$ cat src/hw/rtl/umd_pkg.sv
// ---------------------------------------------------------------------------
// umd_pkg
// Types and opcode constants for the unaligned move decoder.
// ---------------------------------------------------------------------------
`default_nettype none

package umd_pkg;

	// Opcode groups, instruction bits 15:12
	localparam logic [3:0] GRP_IDX     = 4'h0;  // indexed store / load
	localparam logic [3:0] GRP_ST_DISP = 4'h1;  // store long with displacement
	localparam logic [3:0] GRP_ST_PTR  = 4'h2;  // store via pointer, pre-decrement when bit 2 is set
	localparam logic [3:0] GRP_LD_DISP = 4'h5;  // load long with displacement
	localparam logic [3:0] GRP_LD_PTR  = 4'h6;  // load via pointer, post-increment when bit 2 is set
	localparam logic [3:0] GRP_WORD_R0 = 4'h8;  // word moves through R0
	localparam logic [3:0] GRP_PC_WORD = 4'h9;  // PC-relative word load
	localparam logic [3:0] GRP_PC_LONG = 4'hD;  // PC-relative long load

	// Sub-codes of the R0 word group, instruction bits 11:8
	localparam logic [3:0] SUB_STW_DISP = 4'h1;
	localparam logic [3:0] SUB_LDW_DISP = 4'h5;

	// Size codes, instruction bits 1:0
	localparam logic [1:0] SZ_LONG = 2'd2;
	localparam logic [1:0] SZ_BAD  = 2'd3;

	// Access sizes in bytes
	localparam logic [2:0] BYTES_WORD = 3'd2;
	localparam logic [2:0] BYTES_LONG = 3'd4;

	// Status codes
	localparam logic STAT_OK    = 1'b0;
	localparam logic STAT_UNSUP = 1'b1;

	// Input beat
	typedef struct packed {
		logic [15:0] instruction;
		logic [31:0] reg_m_value;
		logic [31:0] reg_n_value;
		logic [31:0] reg_zero_value;
		logic [31:0] pc_value;
	} umd_req_t;

	// Result beat
	typedef struct packed {
		logic        status;
		logic        is_store;
		logic [31:0] mem_address;
		logic [2:0]  size_bytes;
		logic        load_signed;
		logic [3:0]  data_reg;
		logic [31:0] store_data;
		logic        writeback_valid;
		logic [3:0]  writeback_reg;
		logic [31:0] writeback_value;
		logic [31:0] next_pc;
	} umd_result_t;

endpackage

`default_nettype wire

$ cat src/hw/rtl/umd_decode.sv
// ---------------------------------------------------------------------------
// umd_decode
// Combinational decode of one faulting move instruction into a memory
// request, pointer write-back and next PC.
// ---------------------------------------------------------------------------
`default_nettype none

module umd_decode (
	input  wire umd_pkg::umd_req_t req,
	output umd_pkg::umd_result_t   res
);
	import umd_pkg::*;

	logic [3:0]  grp;
	logic [3:0]  rn;
	logic [3:0]  rm;
	logic [3:0]  d4;
	logic [7:0]  d8;
	logic [1:0]  szc;
	logic [2:0]  sz;
	logic [31:0] sz32;
	logic        ok;
	logic        predec;
	logic [31:0] base;
	logic [31:0] offs;
	logic [31:0] addr_sum;
	logic [31:0] postinc_sum;
	logic [31:0] pc_plus2;
	umd_result_t raw;

	// Split the instruction word
	assign grp  = req.instruction[15:12];
	assign rn   = req.instruction[11:8];
	assign rm   = req.instruction[7:4];
	assign d4   = req.instruction[3:0];
	assign d8   = req.instruction[7:0];
	assign szc  = req.instruction[1:0];
	assign sz   = 3'b001 << szc;
	assign sz32 = {29'd0, sz};

	// Pick the address operands and the plain request fields
	always_comb begin
		raw    = '0;
		ok     = 1'b1;
		predec = 1'b0;
		base   = '0;
		offs   = '0;
		unique case (grp)
			GRP_IDX: begin
				if (szc == SZ_BAD) begin
					ok = 1'b0;
				end else begin
					raw.size_bytes = sz;
					offs           = req.reg_zero_value;
					if (req.instruction[3]) begin
						base            = req.reg_m_value;
						raw.data_reg    = rn;
						raw.load_signed = (szc != SZ_LONG);
					end else begin
						raw.is_store   = 1'b1;
						base           = req.reg_n_value;
						raw.data_reg   = rm;
						raw.store_data = req.reg_m_value;
					end
				end
			end
			GRP_ST_DISP: begin
				raw.is_store   = 1'b1;
				raw.size_bytes = BYTES_LONG;
				base           = req.reg_n_value;
				offs           = {26'd0, d4, 2'b00};
				raw.data_reg   = rm;
				raw.store_data = req.reg_m_value;
			end
			GRP_ST_PTR: begin
				if (szc == SZ_BAD) begin
					ok = 1'b0;
				end else begin
					raw.is_store   = 1'b1;
					raw.size_bytes = sz;
					base           = req.reg_n_value;
					raw.data_reg   = rm;
					raw.store_data = req.reg_m_value;
					if (req.instruction[2]) begin
						predec            = 1'b1;
						offs              = ~sz32 + 32'd1;
						raw.writeback_valid = 1'b1;
						raw.writeback_reg = rn;
					end
				end
			end
			GRP_LD_DISP: begin
				raw.size_bytes = BYTES_LONG;
				base           = req.reg_m_value;
				offs           = {26'd0, d4, 2'b00};
				raw.data_reg   = rn;
			end
			GRP_LD_PTR: begin
				if (szc == SZ_BAD) begin
					ok = 1'b0;
				end else begin
					raw.size_bytes  = sz;
					base            = req.reg_m_value;
					raw.data_reg    = rn;
					raw.load_signed = (szc != SZ_LONG);
					if (req.instruction[2]) begin
						raw.writeback_valid = 1'b1;
						raw.writeback_reg   = rm;
						raw.writeback_value = postinc_sum;
					end
				end
			end
			GRP_WORD_R0: begin
				base = req.reg_m_value;
				offs = {27'd0, d4, 1'b0};
				if (rn == SUB_STW_DISP) begin
					raw.is_store   = 1'b1;
					raw.size_bytes = BYTES_WORD;
					raw.store_data = req.reg_zero_value;
				end else if (rn == SUB_LDW_DISP) begin
					raw.size_bytes  = BYTES_WORD;
					raw.load_signed = 1'b1;
				end else begin
					ok = 1'b0;
				end
			end
			GRP_PC_WORD: begin
				raw.size_bytes  = BYTES_WORD;
				base            = req.pc_value;
				offs            = {23'd0, d8, 1'b0} + 32'd4;
				raw.data_reg    = rn;
				raw.load_signed = 1'b1;
			end
			GRP_PC_LONG: begin
				raw.size_bytes = BYTES_LONG;
				base           = {req.pc_value[31:2], 2'b00};
				offs           = {22'd0, d8, 2'b00} + 32'd4;
				raw.data_reg   = rn;
			end
			default: begin
				ok = 1'b0;
			end
		endcase
	end

	// One address adder, one post-increment adder, one PC adder
	assign addr_sum    = base + offs;
	assign postinc_sum = req.reg_m_value + sz32;
	assign pc_plus2    = req.pc_value + 32'd2;

	// Merge the sum into the result; drop everything for unsupported codes
	always_comb begin
		res = raw;
		res.mem_address = addr_sum;
		res.next_pc     = pc_plus2;
		if (predec) begin
			res.writeback_value = addr_sum;
			if (rm == rn) begin
				res.store_data = addr_sum;
			end
		end
		if (!ok) begin
			res        = '0;
			res.status = STAT_UNSUP;
		end
	end

endmodule

`default_nettype wire

$ cat src/hw/rtl/unaligned_move_decoder_unit.sv
// ---------------------------------------------------------------------------
// unaligned_move_decoder_unit
// Decodes a faulting unaligned move into a memory request, pointer
// write-back and next PC.
// ---------------------------------------------------------------------------
//  channel   handshake            payload
//  request   start / busy         instruction, reg_m/n/zero_value, pc_value
//  result    done (one cycle)     status .. next_pc
//
//  One instruction is taken per cycle; busy stays low.
//  The request is captured in the input register; done comes from the result register.
//  The input register and the result register bound a single decode stage
//  with one address adder.
//  arst_n clears the valid bits; payload registers are not reset.
//  The receiver cannot stall; every result is shown for exactly one cycle.
// ---------------------------------------------------------------------------
`default_nettype none

module unaligned_move_decoder_unit (
	input  wire logic        clk,
	input  wire logic        arst_n,
	input  wire logic        start,
	output logic             busy,
	input  wire logic [15:0] instruction,
	input  wire logic [31:0] reg_m_value,
	input  wire logic [31:0] reg_n_value,
	input  wire logic [31:0] reg_zero_value,
	input  wire logic [31:0] pc_value,
	output logic             done,
	output logic             status,
	output logic             is_store,
	output logic [31:0]      mem_address,
	output logic [2:0]       size_bytes,
	output logic             load_signed,
	output logic [3:0]       data_reg,
	output logic [31:0]      store_data,
	output logic             writeback_valid,
	output logic [3:0]       writeback_reg,
	output logic [31:0]      writeback_value,
	output logic [31:0]      next_pc
);
	import umd_pkg::*;

	logic        valid_s1;
	umd_req_t    req_s1;
	logic        valid_s2;
	umd_result_t res_s2;
	umd_result_t res_d;

	// Never stall the requester
	assign busy = 1'b0;

	// Capture the request beat
	always_ff @(posedge clk or negedge arst_n) begin
		if (!arst_n) begin
			valid_s1 <= 1'b0;
		end else begin
			valid_s1 <= start & ~busy;
		end
	end

	always_ff @(posedge clk) begin
		if (start && !busy) begin
			req_s1 <= '{instruction:    instruction,
			            reg_m_value:    reg_m_value,
			            reg_n_value:    reg_n_value,
			            reg_zero_value: reg_zero_value,
			            pc_value:       pc_value};
		end
	end

	// Decode
	umd_decode u_decode (
		.req (req_s1),
		.res (res_d)
	);

	// Register the result beat
	always_ff @(posedge clk or negedge arst_n) begin
		if (!arst_n) begin
			valid_s2 <= 1'b0;
		end else begin
			valid_s2 <= valid_s1;
		end
	end

	always_ff @(posedge clk) begin
		if (valid_s1) begin
			res_s2 <= res_d;
		end
	end

	// Drive the result ports
	assign done            = valid_s2;
	assign status          = res_s2.status;
	assign is_store        = res_s2.is_store;
	assign mem_address     = res_s2.mem_address;
	assign size_bytes      = res_s2.size_bytes;
	assign load_signed     = res_s2.load_signed;
	assign data_reg        = res_s2.data_reg;
	assign store_data      = res_s2.store_data;
	assign writeback_valid = res_s2.writeback_valid;
	assign writeback_reg   = res_s2.writeback_reg;
	assign writeback_value = res_s2.writeback_value;
	assign next_pc         = res_s2.next_pc;

endmodule

`default_nettype wire

$ cat config.mk
export PLATFORM = sky130hd
export DESIGN_NAME = unaligned_move_decoder_unit
export DESIGN_NICKNAME = d
export VERILOG_FILES = /design/src/hw/rtl/umd_pkg.sv /design/src/hw/rtl/umd_decode.sv /design/src/hw/rtl/unaligned_move_decoder_unit.sv
export SDC_FILE = /design/constraint.sdc
export NUM_CORES = 1
export LEC_CHECK = 0
export ABC_AREA = 1
export BUFFER_PORTS_ARGS = -buffer_cell sky130_fd_sc_hd__buf_2
export CORE_MARGIN = 4
export CORE_UTILIZATION = 45
export CTS_CLUSTER_SIZE = 24
export DETAILED_ROUTE_END_ITERATION = 6
export PLACE_DENSITY = 0.67
export SETUP_SLACK_MARGIN = 0.5
export SYNTH_ARGS = -nofsm -noshare
export SYNTH_HDL_FRONTEND = slang
export SYNTH_SLANG_ARGS = --single-unit
$ cat constraint.sdc
create_clock -name clk -period 6.4 [get_ports clk]
set_clock_uncertainty 0.05 [all_clocks]
set_input_delay 0.64 -clock clk [delete_from_list [all_inputs] [get_ports clk]]
set_output_delay 0.64 -clock clk [all_outputs]
set_load 0.01 [all_outputs]
# After elaboration in Yosys (flattened, before gate mapping)
# Cells that the tools add are included.
op_classes:
  addsub: 6
  n_eq_ne: 12
  shifts: 1
  n_mux: 44
  bitwise: 1
  n_reduce_logical: 7
ops:
  columns: ["op", "n"]
  rows:
  - ["$mux 32", 13]
  - ["$pmux 32 s7", 1]
  - ["$pmux 32 s6", 1]
  - ["$mux 143", 1]
  - ["$pmux 32 s4", 1]
  - ["$mux 37", 2]
  - ["$mux 41", 1]
  - ["$mux 40", 1]
  - ["$add 32x1->32 const B", 1]
  - ["$add 32x2->32 const B", 1]
  - ["$add 32x3->32", 1]
  - ["$add 32x32->32", 1]
  - ["$not 3->32", 1]
  - ["$pmux 4 s5", 1]
  - ["$pmux 3 s6", 1]
  - ["$eq 4x3->1 const B", 3]
  - ["$eq 4x4->1 const B", 3]
  - ["$add 10x3->11 const B", 1]
  - ["$mux 1", 11]
  - ["$add 9x3->10 const B", 1]
  - ["$pmux 5 s2", 1]
  - ["$mux 3", 3]
  - ["$reduce_or 3->1", 3]
  - ["$eq 4x1->1 const B", 2]
  - ["other kinds (13)", 15]
totals:
  reg_bits: 289

# Logic depth before layout (Yosys ltp)
depth:
  depth_word: 10
  mapped_depth: 26

# Cells and area by module
# From an unflattened synthesis, not the netlist that was laid out.
hier_totals:
  hier_cells: 1858
  hier_area_um2: 16191.8
modules_own_cells:
  columns: ["mod", "instances", "cells_per_inst", "area_each_um2"]
  rows:
  - ["unaligned_move_decoder_unit", 1, 291, 8679.6]
  - ["umd_decode", 1, 1567, 7512.2]

# Worst setup path after synthesis
# Ideal clock, no wire load.
synth_timing:
  kind: "reg2reg"
  from: "register valid_s1"
  to: "register res_s2 (netlist bit data_reg[0]), enable pin"
  setup_time_ns: 0.503
  arrival_time_ns: 3.202
  required_ns: 5.847
  setup_slack_ns: 2.645
  path_stages_with_launch: 1
  period_less_slack_ns: 3.755
  cell_sequence: "dfrtp_1"
synth_rtl:
  columns: ["item", "line_no", "text"]
  rows:
  - ["from (decl)", "unaligned_move_decoder_unit.sv:44", "logic valid_s1;"]
  - ["from (signal assigned)", "unaligned_move_decoder_unit.sv:58", "valid_s1 <= start & ~busy;"]
  - ["to (signal assigned)", "unaligned_move_decoder_unit.sv:89", "res_s2 <= res_d;"]
  - ["to (decl)", "unaligned_move_decoder_unit.sv:47", "umd_result_t res_s2;"]
# No word-level cell between the ends.

# Worst setup path after layout
layout_timing:
  from: "register req_s1[140] (netlist bit)"
  to: "register res_s2 (netlist bit writeback_value[31]) (data pin)"
layout_between:
  elab_chain_len: 5
  elab_cells_between_ends: 19
  classes_between: "1 x add/sub; 7 x eq/ne; 6 x mux; 5 x reduce/logical"
layout_lines:
  columns: ["item", "line_no", "text"]
  rows:
  - ["from (decl)", "unaligned_move_decoder_unit.sv:45", "umd_req_t req_s1;"]
  - ["from (signal assigned)", "unaligned_move_decoder_unit.sv:64", "req_s1 <= '{instruction: instruction,"]
  - ["$eq 4x3->1 (tied with other cells)", "umd_decode.sv:48", "unique case (grp)"]
  - ["$reduce_or 2->1 (no source line)", null, null]
  - ["$pmux 32 s7 or $pmux 32 s6 (tied branches)", "umd_decode.sv:48", null]
  - ["$add 32x32->32", "umd_decode.sv:147", "assign addr_sum = base + offs;"]
  - ["$mux 32", "umd_decode.sv:156", "if (predec) begin"]
# Several ways; a longest one is shown, not always the timed one.
# A chain may end at the register's enable or synchronous reset.

==> key figures <==
Status
  • Outcome: completed

Cells and area
  • Layout cell share with drive strength beyond 1: 19.8%
  • Area grow syn2layout: 18.4%
  • Fill cells: 3128
  • Max FFs per register: 144
  • Nets: 2124
  • Final core utilization: 54.4%
  • Biggest register: req_s1

Synthesis
  • Synth Area per Inst: 9.44 um2
  • Fraction of registers with async set/reset: 0.692%
  • Post-Syn Nets: 1835
  • Seq/Total Area, Yosys: 56.0%
  • Seq cells post-synth: 289
  • Yosys cell types: 52
  • Post-Synthesis Cells: 1639
  • EDFF count, synth: 287
  • Syn Std Cell Area: 0.0155 mm2
  • Ys Warns: 0
  • Dominant synthesized flop cell: edfxtp_1

Power
  • PD cells: 264 mW/mm2
  • Worst IR drop on VDD: 0.206 mV
  • Leak: 7.97 nW

Min path
  • Hold WC Path Type: input port to register
  • Hold_sp: reg_zero_value[29]

Critical path
  • CP Max Fanout: 20
  • Critical path type: register to register
  • Crit. End Element: register
  • Req. time, crit path: 6650 ps
  • Worst path cell trace: inv_1, nor2_1, nand2_1, nor2_1, inv_1, o22ai_1, a2111o_1, ha_1, nand2_1, nand2_1, a21oi_1, nand2_1, nand2_1, nand2_1, a21oi_1, nand2_1, nand3_1, a21oi_1
  • Arr. time, crit path: 4990 ps
  • CP most frequent cell: nand2_1
  • Type of origin of the critical path: register
  • CP startpoint: req_s1[140]
  • R2R Path Start: req_s1[140]
  • Slowest stage cell, crit path: nor2_1
  • Peak per-stage delay on the critical path: 880 ps

GRT
  • Vias in the first global route: 12900
  • Gr usage total: 27.8%
  • Initial antenna violation count: 5
  • Largest net degree at the start of global routing: 86
  • Remaining global-route overflow: 0
  • First-pass GRT wire length: 80400 um

Placed design
  • Pre-CTS WS: 1780 ps
  • Routability cong.: 0.949
  • Port bufs: 290
  • Detailed placement HPWL: 42400 um

Clocking
  • Clock root cell: clkbuf_16
  • Clock Path Buffers: 3
  • TritonCTS buffer count: 30
  • Post-CTS Setup Bufs: 0
  • Clock slew at reported path FFs: 60 ps
  • Clock sink count: 289
  • CTS tree: yes
  • Post-CTS resize count: 0
  • Clk_lat worst skew: 570 ps
  • H-tree depth: 1

STA
  • Final hold vios: 0
  • Max Slew Vio Count: 0
  • Maximum clock frequency: 211 MHz
  • Part of the cycle the worst path needs: 74.1%
  • Slew margin rel.: 26.7%
  • RSZ-0062 raised after global routing: no
  • Final setup TNS: 0 ps
  • Worst setup margin: 1660 ps
  • Worst-margin pin slew: 1100 ps
  • Fin crit period: 4740 ps
  • Final setup violation count: 0

Floorplanning
  • Starting Density: 45.9%
  • IO Pins: 292
  • Num rows: 67
  • Die Ht: 193 um
  • Die Width: 193 um
  • Die area: 0.0374 mm2
  • Core Area: 0.0337 mm2

Detailed routing
  • Via count: 13300
  • Drt first pass iters: 5
  • Via/cell ratio: 5.55
  • Drt wl/cell: 22.5 um
  • Post-route DRC violation count: 0
  • Post-route ant nets: 0
  • Initial DRC count: 1273
  • Routed wire length: 54000 um

Job
  • Max-cap violations: 0
final cells by class:
cell class | count | area, um2 | area share (%)
diodes | 2 | 5.00 | 0.0273
clock buffers | 41 | 833 | 4.55
clock inverters | 15 | 130 | 0.710
inverters | 226 | 848 | 4.63
multi-input cells | 1086 | 5770 | 31.5
flip-flops and latches | 289 | 8670 | 47.3
well taps | 448 | 561 | 3.06
repair buffers | 295 | 1500 | 8.18
synth_stat cells (6+ instances only):
master | instances | share of area, %
a21oi_1 | 61 | 2.0
a22oi_1 | 32 | 1.6
a31oi_1 | 6 | 0.24
buf_2 | 17 | 0.55
buf_4 | 6 | 0.29
clkbuf_1 | 14 | 0.34
edfxtp_1 | 287 | 56
ha_1 | 47 | 3.8
inv_1 | 208 | 5.0
inv_2 | 17 | 0.41
nand2_1 | 399 | 9.7
nand3_1 | 97 | 3.1
nand4_1 | 28 | 1.1
nor2_1 | 142 | 3.4
nor2_2 | 9 | 0.36
nor3_1 | 33 | 1.1
o2111ai_1 | 9 | 0.51
o211ai_1 | 8 | 0.39
o21ai_0 | 57 | 1.8
o21ai_1 | 14 | 0.45
o221ai_1 | 17 | 0.96
o22ai_1 | 35 | 1.4
xnor2_1 | 6 | 0.34
xor2_1 | 32 | 1.8
per-stage QoR:
stage | cell area (um2) | hold WS (ps) | instances | power (mW)
after global routing | 18300 | 174 | 2400 | 5.02
final | 18300 | 196 | 2402 | 4.83
after CTS | 18300 | 169 | 2400 | 4.85
after floorplan | 15500 | 294 | 1639 | 2.79
after global placement | 17300 | 375 | 2343 | 3.14
after detailed placement | 17300 | 378 | 2343 | 3.14
cells in the final DEF, fill, tap and decap left out, drive strengths merged, types with 4 or more instances in the layout:
master and count:
o211ai 8, nand4 28, o22ai 35, a31oi 6, and2 4, nor3b 4
or2 4, clkinv 13, xnor2 6, clkbuf 41, nor2 156, nor4 5
o221ai 17, buf 294, inv 225, edfxtp 287, nor3 37, o21ai 73
nand3 101, ha 47, a21oi 62, a22oi 32, xor2 32, nand2 402
o21bai 5, o2111ai 9
power breakdown:
part / switching [mW] / internal, mW
registers: 0.113 / 2.26
clock network: 0.723 / 0.988
logic: 0.517 / 0.234
total: 1.35 / 3.48
metal layers:
metal	global-route usage [%]	part of all wire, %
met5	0	0.091
met4	5.82	2.1
met3	5.41	9.0
met2	41.3	42
met1	42.6	46
final timing paths:
path	cells after the start	slack, ps	to
max	18	1660	writeback_value[31]
min	1	200	req_s1[61]
max in group asynchronous	2	5840	valid_s1
min reg2reg	2	570	next_pc[0]
min in group asynchronous	2	360	valid_s1
max reg2reg	18	1660	writeback_value[31]
critical path, delay by kind of cell (launching register included):
| family | cells | cell delay, ps |
|---|---|---|
| DFF | 1 | 490 |
| adders and majority gates | 1 | 290 |
| buffers and inverters | 2 | 300 |
| and+or+nand+nor | 10 | 2480 |
| AOI/OAI and AO/OA | 5 | 860 |
kinds of logic after synthesis:
kind of cell / Yosys count / synth area share, %
buffers and inverters: 264 / 6.69
and+or+nand+nor: 743 / 20.8
xor gates and xnor gates: 38 / 2.15
adders and majority gates: 49 / 4.06
other: 1 / 0.0242
AOI/OAI and AO/OA: 255 / 10.2
DFF: 289 / 56.0
what timing repair did:
action / 4_1_cts / 5_1_grt
hold buffers: 1 / 0
endpoints found under the setup margin: 0 / 0
endpoints found under the hold margin: 2 / 0
Power figures use the tool's default switching activity.
